## src/sv/first_person_camera_update_defines.svh

```systemverilog
// ----------------------------------------------------------------------------
// First-person camera update: assertion macros
// Shared concurrent assertion forms, clocked on clk_i and off during reset.
// ----------------------------------------------------------------------------
`ifndef FIRST_PERSON_CAMERA_UPDATE_DEFINES_SVH
`define FIRST_PERSON_CAMERA_UPDATE_DEFINES_SVH

// Check a property at every clock edge outside reset.
`define FPC_ASSERT(label, prop, msg) \
  label: assert property (@(posedge clk_i) disable iff (!rst_ni) prop) \
    else $error(msg);

// Check that a condition is followed by a consequence in the next cycle.
`define FPC_ASSERT_NEXT(label, pre, post, msg) \
  label: assert property (@(posedge clk_i) disable iff (!rst_ni) (pre) |=> (post)) \
    else $error(msg);

`endif

```

## src/sv/fpc_pkg.sv

```systemverilog
// ----------------------------------------------------------------------------
// fpc_pkg
// Types, constants and the micro-program of the first-person camera update.
// ----------------------------------------------------------------------------
package fpc_pkg;

  // Number formats
  localparam int ANGLE_BITS    = 32;
  localparam int POS_FRAC_BITS = 16;

  localparam logic [31:0] ANG_MASK = 32'(~((64'd1 << (32 - ANGLE_BITS)) - 64'd1));
  localparam logic [31:0] QUARTER_TURN = 32'h4000_0000;
  localparam logic [30:0] ONE_Q30 = 31'h4000_0000;

  // Sine polynomial coefficients, Q30
  localparam logic [30:0] A1  = 31'd1686629713;
  localparam logic [30:0] A3  = 31'd693598668;
  localparam logic [30:0] A5  = 31'd85569306;
  localparam logic [30:0] A7  = 31'd5026991;
  localparam logic [30:0] A9  = 31'd172272;
  localparam logic [30:0] A11 = 31'd3864;

  // 0.003 rad per pixel in binary angle units
  localparam logic [20:0] MOUSE_STEP = 21'd2050696;
  // 89 degrees in binary angle units
  localparam logic [31:0] PITCH_LIM =
    32'(((64'd89 << 32) + 64'd180) / 64'd360) & ANG_MASK;

  localparam logic [31:0] EYE_RESET =
    32'(((64'd185 << POS_FRAC_BITS) + 64'd50) / 64'd100);
  localparam logic [9:0]  MOVE_DIV_RESET = 10'd25;

  // Move step is |S| / (div * 2^(30 - frac)); look offset is floor(L*|P|/2^26)*10/816
  localparam int MOVE_SHIFT = 30 - POS_FRAC_BITS;
  localparam int LOOK_SHIFT = 26;
  localparam logic [9:0] LOOK_DIVISOR = 10'd816;

  // Iterative divider
  localparam int DIV_W       = 40;
  localparam int DIV_DEN_W   = 10;
  localparam int DIV_STEP    = 4;
  localparam int DIV_ITERS   = DIV_W / DIV_STEP;
  localparam int DIV_CNT_W   = $clog2(DIV_ITERS);

  // Configuration register indexes
  localparam int CFG_IDX_W = 3;
  localparam logic [CFG_IDX_W-1:0] CFG_INIT_YAW      = 3'd0;
  localparam logic [CFG_IDX_W-1:0] CFG_INIT_PITCH    = 3'd1;
  localparam logic [CFG_IDX_W-1:0] CFG_LOOK_DISTANCE = 3'd2;
  localparam logic [CFG_IDX_W-1:0] CFG_EYE_HEIGHT    = 3'd3;
  localparam logic [CFG_IDX_W-1:0] CFG_MOVE_DIVIDER  = 3'd4;
  localparam logic [CFG_IDX_W-1:0] CFG_INIT_MOUSE_X  = 3'd5;
  localparam logic [CFG_IDX_W-1:0] CFG_INIT_MOUSE_Y  = 3'd6;

  // Channel payloads
  typedef struct packed {
    logic signed [31:0] pos_x;
    logic signed [31:0] pos_y;
    logic signed [31:0] pos_z;
    logic [15:0]        mouse_x;
    logic [15:0]        mouse_y;
    logic               key_front;
    logic               key_back;
    logic               key_right;
    logic               key_left;
    logic               force_eye_height;
  } in_item_t;

  typedef struct packed {
    logic signed [31:0] new_pos_x;
    logic signed [31:0] new_pos_y;
    logic signed [31:0] new_pos_z;
    logic signed [31:0] look_x;
    logic signed [31:0] look_y;
    logic signed [31:0] look_z;
  } out_item_t;

  typedef struct packed {
    logic [CFG_IDX_W-1:0] idx;
    logic [31:0]          wdata;
  } cfg_wr_t;

  // Datapath operations
  typedef enum logic [4:0] {
    OP_NOP,
    OP_SIN_LD,    // load reduced angle of source arg
    OP_MUL_XX,    // x * x
    OP_LD_X2,     // x2 from product, t from A11
    OP_MUL_X2T,   // x2 * t
    OP_SUB_T,     // t = coef(arg) - product
    OP_MUL_XT,    // x * t
    OP_SIN_ST,    // clamp, sign and store sine into slot arg
    OP_DIV,       // start divide for move axis arg, or look offset
    OP_MOVE,      // new position of axis arg
    OP_ANG_YAW,   // yaw update from mouse x
    OP_ANG_PITCH, // pitch update from mouse y, clamped
    OP_MUL_PC,    // |sin yaw or cos yaw| * |cos pitch|
    OP_MUL_L,     // look distance times factor magnitude
    OP_TGT,       // look target of axis arg
    OP_DONE,      // load result register
    OP_SKIP       // jump to next segment
  } op_e;

  typedef struct packed {
    op_e        op;
    logic [2:0] arg;
  } uop_t;

  typedef struct packed {
    uop_t uop;
    logic in_load;
  } dp_cmd_t;

  typedef struct packed {
    logic div_done;
  } dp_stat_t;

  // Sine slots and angle sources share one code
  localparam logic [2:0] SRC_SIN_YAW   = 3'd0;
  localparam logic [2:0] SRC_COS_YAW   = 3'd1;
  localparam logic [2:0] SRC_SIN_PITCH = 3'd2;
  localparam logic [2:0] SRC_COS_PITCH = 3'd3;

  localparam logic [2:0] AXIS_X    = 3'd0;
  localparam logic [2:0] AXIS_Y    = 3'd1;
  localparam logic [2:0] AXIS_Z    = 3'd2;
  localparam logic [2:0] DIV_LOOK  = 3'd3;

  localparam logic [2:0] FAC_PROD  = 3'd0;
  localparam logic [2:0] FAC_PITCH = 3'd1;

  localparam int PC_W = 8;
  localparam logic [3:0] SEG_MOVE = 4'd3;
  localparam logic [3:0] SEG_LOOK = 4'd8;

  // Micro-program: 16-step segments. Segments 0-2 and 4-7 are sines,
  // segment 3 moves and turns, segment 8 builds the look target.
  function automatic uop_t ucode(logic [PC_W-1:0] pc);
    logic [3:0] seg;
    logic [3:0] st;
    uop_t       u;
    seg   = pc[7:4];
    st    = pc[3:0];
    u.op  = OP_NOP;
    u.arg = 3'd0;
    if (seg == SEG_MOVE) begin
      case (st)
        4'd0:    begin u.op = OP_DIV;  u.arg = AXIS_X; end
        4'd1:    begin u.op = OP_MOVE; u.arg = AXIS_X; end
        4'd2:    begin u.op = OP_DIV;  u.arg = AXIS_Y; end
        4'd3:    begin u.op = OP_MOVE; u.arg = AXIS_Y; end
        4'd4:    begin u.op = OP_DIV;  u.arg = AXIS_Z; end
        4'd5:    begin u.op = OP_MOVE; u.arg = AXIS_Z; end
        4'd6:    u.op = OP_ANG_YAW;
        4'd7:    u.op = OP_ANG_PITCH;
        default: u.op = OP_SKIP;
      endcase
    end else if (seg == SEG_LOOK) begin
      case (st)
        4'd0:    begin u.op = OP_MUL_PC; u.arg = SRC_SIN_YAW; end
        4'd1:    begin u.op = OP_MUL_L;  u.arg = FAC_PROD; end
        4'd2:    begin u.op = OP_DIV;    u.arg = DIV_LOOK; end
        4'd3:    begin u.op = OP_TGT;    u.arg = AXIS_X; end
        4'd4:    begin u.op = OP_MUL_L;  u.arg = FAC_PITCH; end
        4'd5:    begin u.op = OP_DIV;    u.arg = DIV_LOOK; end
        4'd6:    begin u.op = OP_TGT;    u.arg = AXIS_Y; end
        4'd7:    begin u.op = OP_MUL_PC; u.arg = SRC_COS_YAW; end
        4'd8:    begin u.op = OP_MUL_L;  u.arg = FAC_PROD; end
        4'd9:    begin u.op = OP_DIV;    u.arg = DIV_LOOK; end
        4'd10:   begin u.op = OP_TGT;    u.arg = AXIS_Z; end
        4'd11:   u.op = OP_DONE;
        default: u.op = OP_NOP;
      endcase
    end else if (seg < SEG_LOOK) begin
      case (st) inside
        4'd0:    begin u.op = OP_SIN_LD; u.arg = {1'b0, seg[1:0]}; end
        4'd1:    u.op = OP_MUL_XX;
        4'd2:    u.op = OP_LD_X2;
        4'd3, 4'd5, 4'd7, 4'd9, 4'd11:
                 u.op = OP_MUL_X2T;
        4'd4, 4'd6, 4'd8, 4'd10, 4'd12:
                 begin u.op = OP_SUB_T; u.arg = 3'(st[3:1] - 3'd2); end
        4'd13:   u.op = OP_MUL_XT;
        4'd14:   begin u.op = OP_SIN_ST; u.arg = {1'b0, seg[1:0]}; end
        default: u.op = OP_SKIP;
      endcase
    end
    return u;
  endfunction

  // Horner coefficients from A9 down to A1
  function automatic logic [30:0] sin_coef(logic [2:0] k);
    logic [30:0] c;
    case (k)
      3'd0:    c = A9;
      3'd1:    c = A7;
      3'd2:    c = A5;
      3'd3:    c = A3;
      default: c = A1;
    endcase
    return c;
  endfunction

endpackage

```

## src/sv/fpc_ctrl.sv

```systemverilog
// ----------------------------------------------------------------------------
// fpc_ctrl
// Sequencer: steps the micro-program and owns the frame and result handshakes.
// ----------------------------------------------------------------------------
`include "first_person_camera_update_defines.svh"

module fpc_ctrl (
  input  logic               clk_i,
  input  logic               rst_ni,
  input  logic               in_valid_i,
  output logic               in_ready_o,
  output logic               out_valid_o,
  input  logic               out_ready_i,
  input  fpc_pkg::dp_stat_t  stat_i,
  output fpc_pkg::dp_cmd_t   cmd_o
);
  import fpc_pkg::*;

  typedef enum logic [1:0] {
    ST_IDLE,
    ST_RUN,
    ST_WAIT
  } state_e;

  state_e          state_q;
  logic [PC_W-1:0] pc_q;
  logic            out_valid_q;
  uop_t            uop;
  logic            done_hold;

  assign uop       = ucode(pc_q);
  assign done_hold = (uop.op == OP_DONE) && out_valid_q && !out_ready_i;

  // Issue the current step; hold the final step while the result slot is full
  always_comb begin
    cmd_o.in_load = (state_q == ST_IDLE) && in_valid_i;
    cmd_o.uop.op  = OP_NOP;
    cmd_o.uop.arg = '0;
    if (state_q == ST_RUN && !done_hold) begin
      cmd_o.uop = uop;
    end
  end

  assign in_ready_o  = (state_q == ST_IDLE);
  assign out_valid_o = out_valid_q;

  // Sequencer state, program counter and result valid
  always_ff @(posedge clk_i or negedge rst_ni) begin
    if (!rst_ni) begin
      state_q     <= ST_IDLE;
      pc_q        <= '0;
      out_valid_q <= 1'b0;
    end else begin
      if (cmd_o.uop.op == OP_DONE) begin
        out_valid_q <= 1'b1;
      end else if (out_ready_i) begin
        out_valid_q <= 1'b0;
      end
      case (state_q)
        ST_IDLE: begin
          if (in_valid_i) begin
            pc_q    <= '0;
            state_q <= ST_RUN;
          end
        end
        ST_RUN: begin
          case (cmd_o.uop.op)
            OP_DIV: begin
              state_q <= ST_WAIT;
            end
            OP_SKIP: pc_q <= {pc_q[7:4] + 4'd1, 4'd0};
            OP_DONE: state_q <= ST_IDLE;
            default: begin
              if (!done_hold) begin
                pc_q <= pc_q + PC_W'(1);
              end
            end
          endcase
        end
        ST_WAIT: begin
          if (stat_i.div_done) begin
            pc_q    <= pc_q + PC_W'(1);
            state_q <= ST_RUN;
          end
        end
        default: state_q <= ST_IDLE;
      endcase
    end
  end

  `FPC_ASSERT(a_done_slot_free, (cmd_o.uop.op == OP_DONE) |-> (!out_valid_q || out_ready_i), "result overwritten before taken")
  `FPC_ASSERT(a_wait_in_div_seg, (state_q == ST_WAIT) |-> (pc_q[7:4] == SEG_MOVE || pc_q[7:4] == SEG_LOOK), "divide wait outside move or look segment")
  `FPC_ASSERT(a_div_done_waiting, stat_i.div_done |-> (state_q == ST_WAIT), "divider finished while not waiting")
  `FPC_ASSERT_NEXT(a_done_sets_valid, cmd_o.uop.op == OP_DONE, out_valid_q, "result not presented after final step")

endmodule

```

## config.mk

```make
export PLATFORM = sky130hd
export DESIGN_NAME = fpc_ctrl
export DESIGN_NICKNAME = d
export VERILOG_FILES = /design/src/sv/fpc_pkg.sv /design/src/sv/fpc_ctrl.sv
export VERILOG_INCLUDE_DIRS = /design/src /design/src/sv
export SDC_FILE = /design/constraint.sdc
export NUM_CORES = 1
export LEC_CHECK = 0
export BUFFER_PORTS_ARGS = -buffer_cell sky130_fd_sc_hd__buf_2
export CAP_MARGIN = 20
export CELL_PAD_IN_SITES_DETAIL_PLACEMENT = 2
export CELL_PAD_IN_SITES_GLOBAL_PLACEMENT = 2
export CORE_MARGIN = 2
export CORE_UTILIZATION = 35
export CTS_BUF_LIST = sky130_fd_sc_hd__clkbuf_8
export DETAILED_ROUTE_END_ITERATION = 12
export HOLD_SLACK_MARGIN = 0.02
export PLACE_DENSITY = 0.85
export SYNTH_ARGS = -nofsm -noshare
export SYNTH_HDL_FRONTEND = slang
export SYNTH_SLANG_ARGS = --single-unit
```

## constraint.sdc

```tcl
create_clock -name clk_i -period 3.4 [get_ports clk_i]
set_input_delay 0.34 -clock clk_i [delete_from_list [all_inputs] [get_ports clk_i]]
set_output_delay 0.34 -clock clk_i [all_outputs]
set_load 0.05 [all_outputs]
```

; Word-level counts from Yosys, hierarchy flattened
; Index checks and enable logic that the tools add are counted.
[classes]
n_addsub = 3
order_cmp = 1
n_eq_ne = 27
n_mux = 33
n_reduce_logical = 24
[ops]
columns = operator, n
row1 = $mux 8, 7
row2 = $mux 5, 7
row3 = $eq 4x4->1 const B, 8
row4 = $pmux 8 s3, 1
row5 = $pmux 4 s5, 1
row6 = $pmux 5 s4, 1
row7 = $reduce_or 3->1, 6
row8 = $eq 4x3->1 const B, 4
row9 = $pmux 8 s2, 1
row10 = $eq 5x4->1 const B, 3
row11 = $mux 3, 5
row12 = $eq 4x2->1 const B, 3
row13 = $pmux 2 s3, 2
row14 = $reduce_or 5->1, 2
row15 = $add 8x1->8 const B, 1
row16 = $mux 2, 4
row17 = $pmux 2 s2, 2
row18 = $reduce_or 2->1, 4
row19 = $ne 2x2->1 const B, 3
row20 = $eq 5x5->1 const B, 1
row21 = $reduce_and 5->1, 1
row22 = $add 4x1->4 const B, 1
row23 = $eq 4x1->1 const B, 1
row24 = $logic_and 1x1->1, 4
row25 = 13 further kinds, 15
[word_totals]
register_bits = 11
in_bits = 5
out_inout_bits = 11
wordCells = 91

; Longest topological paths before layout
[logic_depth]
ltp_word = 21
mapped_depth = 11

; Worst setup path before layout
; OpenSTA, ideal clock, no wires.
[synth_path]
path_kind = register -> output
from = reg pc_q[2]
to = out cmd_o[3] (netlist bit)
arrival_time_ns = 3.135
t_required_ns = 3.060
slack_ns = -0.075
path_stages_with_launch = 10
path_buffers = 1
path_cell_list = dfrtp_1 > inv_1 > ha_1 > buf_6 > a211o_1 > nand4_1 > a211o_1 > a31o_2 > o21ai_1 > nor4_1
[synth_lines]
columns = item, line
row1 = from (decl), fpc_ctrl.sv:26  ; logic [PC_W-1:0] pc_q;
row2 = from (signal assigned), fpc_ctrl.sv:71  ; OP_SKIP: pc_q <= {pc_q[7:4] + 4'd1, 4'd0};
row3 = from (signal assigned), fpc_ctrl.sv:75  ; pc_q <= pc_q + PC_W'(1);
row4 = from (signal assigned), fpc_ctrl.sv:82  ; pc_q <= pc_q + PC_W'(1);
row5 = to (decl), fpc_ctrl.sv:15  ; output fpc_pkg::dp_cmd_t cmd_o

==> out/qor.csv <==
metric,value,unit
Synth top area share,0.189,
H-Tree Depth,1,
RePlAce Congestion,0.843,
sw frac,0.549,
Cell Pwr Density,588,nW/um^2
Fin Clk Skew,2.11,ps
crit share post-route,0.955,
TritonCTS Sinks,11,
RR Startpoint,pc_q[2],
Seq pwr share,0.184,
Clk pwr share,0.146,
via count,1521,
Hold Path Depth,3,
Slew @ Worst Pin,611,ps
combinational fraction of design power,0.669,
Mapped Cells,190,
TNS Setup,0,ps
wire length per cell,20.9,um
most common library cell in the layout ignoring fill and taps,nand2_1,
fin area,1590,sq um
Initial DRC Count,96,
"EDFF count, synth",0,
FF-to-FF End,pc_q[0],
area delta synth->final,9.22,%
CP max FO,14,
"area leader, netlist",dfrtp_1,
Die ar.,4680,sq um
Max Freq,0.308,GHz
Leak Pwr,0.692,nW
hold path endpoint,out_valid_o,
clk root buf,clkbuf_8,
RSZ-0062 raised after global routing,false,
Worst-path clk slew,60,ps
Maximum Capacitance Violations,0,
number of diodes,0,
Setup WS pre-CTS,231,ps
core area,4000,sq um
grt ovf,0,
PortBufs,15,
Worst-Skew Late Latency,240,ps
fraction of layout cells with a size suffix above 1,0.151,
post-DP HPWL,4.01,mm
TritonCTS clock tree,done,
asr flop ratio synth,1.00,
Synth warnings,0,
R2R setup slack,230,ps
Final Hold Viols,0,
Nets,219,
minimum clock period,3250,ps
Max Root-Sink Buffers,2,
CP endpoint kind,output port,
register area share after synthesis,0.189,
initial core utilization,0.363,
drt via density,6.11,
Setup crit start kind,flip-flop,
Synth Register Bits,11,
syn_area_per_cell,7.65,sq um
Routed Antenna Nets,0,
"Arr. time, crit path",2910,ps
min-delay worst type,in2reg,
DRC Markers,0,
WS Path Type,reg2out,
row count,23,
min-delay src,out_ready_i,
vias in the first global route,1614,
DRT Pass-1 Iters,4,
P_int,0.000420,W
VDD IR max,0.000290,V
initial antenna violation count,0,
global-route wire length before repair,8.26,mm
CP Launch Point,pc_q[2],
outcome,"complete, no violations",
Slew HR,0.591,
placed inst area,1530,sq um
die width,68.4,um
total CTS buffers,3,
num ports,16,
WP data required,3060,ps
count of cell types in the netlist,55,
setup ws final,153,ps
largest net degree at the start of global routing,18,
final setup fails,0,
Setup Buffers After CTS,0,
"commonest cells after routing, fill and taps aside","23 x nand2_1, 15 x nor2_1, 15 x buf_2",
Die Y,68.4,um
Psw,0.000513,W
Post-Route WL,5.20,mm
Synth Flop Type,dfrtp_1,
GRT Resource Usage Total,0.235,
Syn Nets,209,
top post-synthesis cells by area,"dfrtp_1 19%, ha_1 12%, nand2_1 5.9%, nor2_1 3.9%, o21ai_0 3.8%",
worst-case reg-to-reg path depth,9,
Mapped Area,1450,sq um
final slew viol count,0,
-- repair_timing --
item | CTS | global route
gates resized for setup | 0 | 1
hold buffers | 1 | 0
endpoints found under the hold margin | 11 | 0
setup endpoints to repair | 0 | 7
-- synthesized netlist by cell type, drive strengths merged (3+ instances only) --
library cell / count
a211oi: 3
a21oi: 8
a31o: 3
a31oi: 6
buf: 9
clkbuf: 3
dfrtp: 11
ha: 14
inv: 14
mux2i: 3
nand2: 23
nand3: 4
nand4: 5
nor2: 15
o21ai: 16
o22ai: 4
o31ai: 5
or3: 3
-- area by class of cell --
class / instances / area (sq um)
Inverter: 14 / 52.6
Timing Repair Buffer: 17 / 92.6
Clock inverter: 1 / 5.00
Multi-Input combinational cell: 153 / 1060
Clock buffer: 3 / 41.3
Sequential cell: 11 / 275
Tap cell: 50 / 62.6
Fill cell: 478 / 2410
-- worst max-delay path by stage --
stage / cells past startpoint / endpoint
after global placement: 9 / cmd_o[3]
after floorplan: 10 / cmd_o[1]
after global routing: 9 / pc_q[3]
final: 9 / cmd_o[1]
after CTS: 9 / cmd_o[3]
after detailed placement: 9 / pc_q[0]
-- routing by layer --
layer	wire, um	vias up	track usage
met2	2570	26	0.393
met4	38	0	0.0725
met1	2400	767	0.318
met5	0	-	0
li1	-	724	-
met3	196	4	0.0181
-- registers in the layout, summed over array words and instances, names as in the netlist --
name and flops:
out_valid_o 1, pc_q 8, state_q 2
-- per-stage QoR --
step	std cells	hold slack [ps]	util	power, W
final	249	426	0.397	0.000933
after CTS	249	424	0.396	0.000938
after floorplan	190	44.4	-	0.000660
after global placement	244	228	0.382	0.000753
after global routing	249	463	0.397	0.00100
after detailed placement	244	233	0.382	0.000795
-- cell families after synthesis --
family	share of synthesized area
fa+ha+maj	0.121
simple gates	0.227
compound gates	0.346
mux	0.0207
xor+xnor	0.00603
buf+inv	0.0896
flops	0.189
-- power by group through the flow --
| stage | Sequential (W) | Combinational, W | Clock (W) |
|---|---|---|---|
| 3_3_place_gp | 0.000170 | 0.000582 | 0 |
| 4_1_cts | 0.000172 | 0.000626 | 0.000140 |
| 3_5_place_dp | 0.000174 | 0.000620 | 0 |
| 5_1_grt | 0.000177 | 0.000683 | 0.000145 |
| 6_report | 0.000172 | 0.000625 | 0.000137 |
| 2_1_floorplan | 0.000161 | 0.000498 | 0 |
-- critical path, cell delays in order (launching register included) --
cell and delay, ps:
dfrtp_1 440, inv_1 130, ha_1 400, or3_1 400
a31oi_1 180, o21ai_1 170, a31o_2 290, o21ai_2 310
a211oi_1 110, buf_2 230
Note: power is estimated with default switching activity, not from simulation.
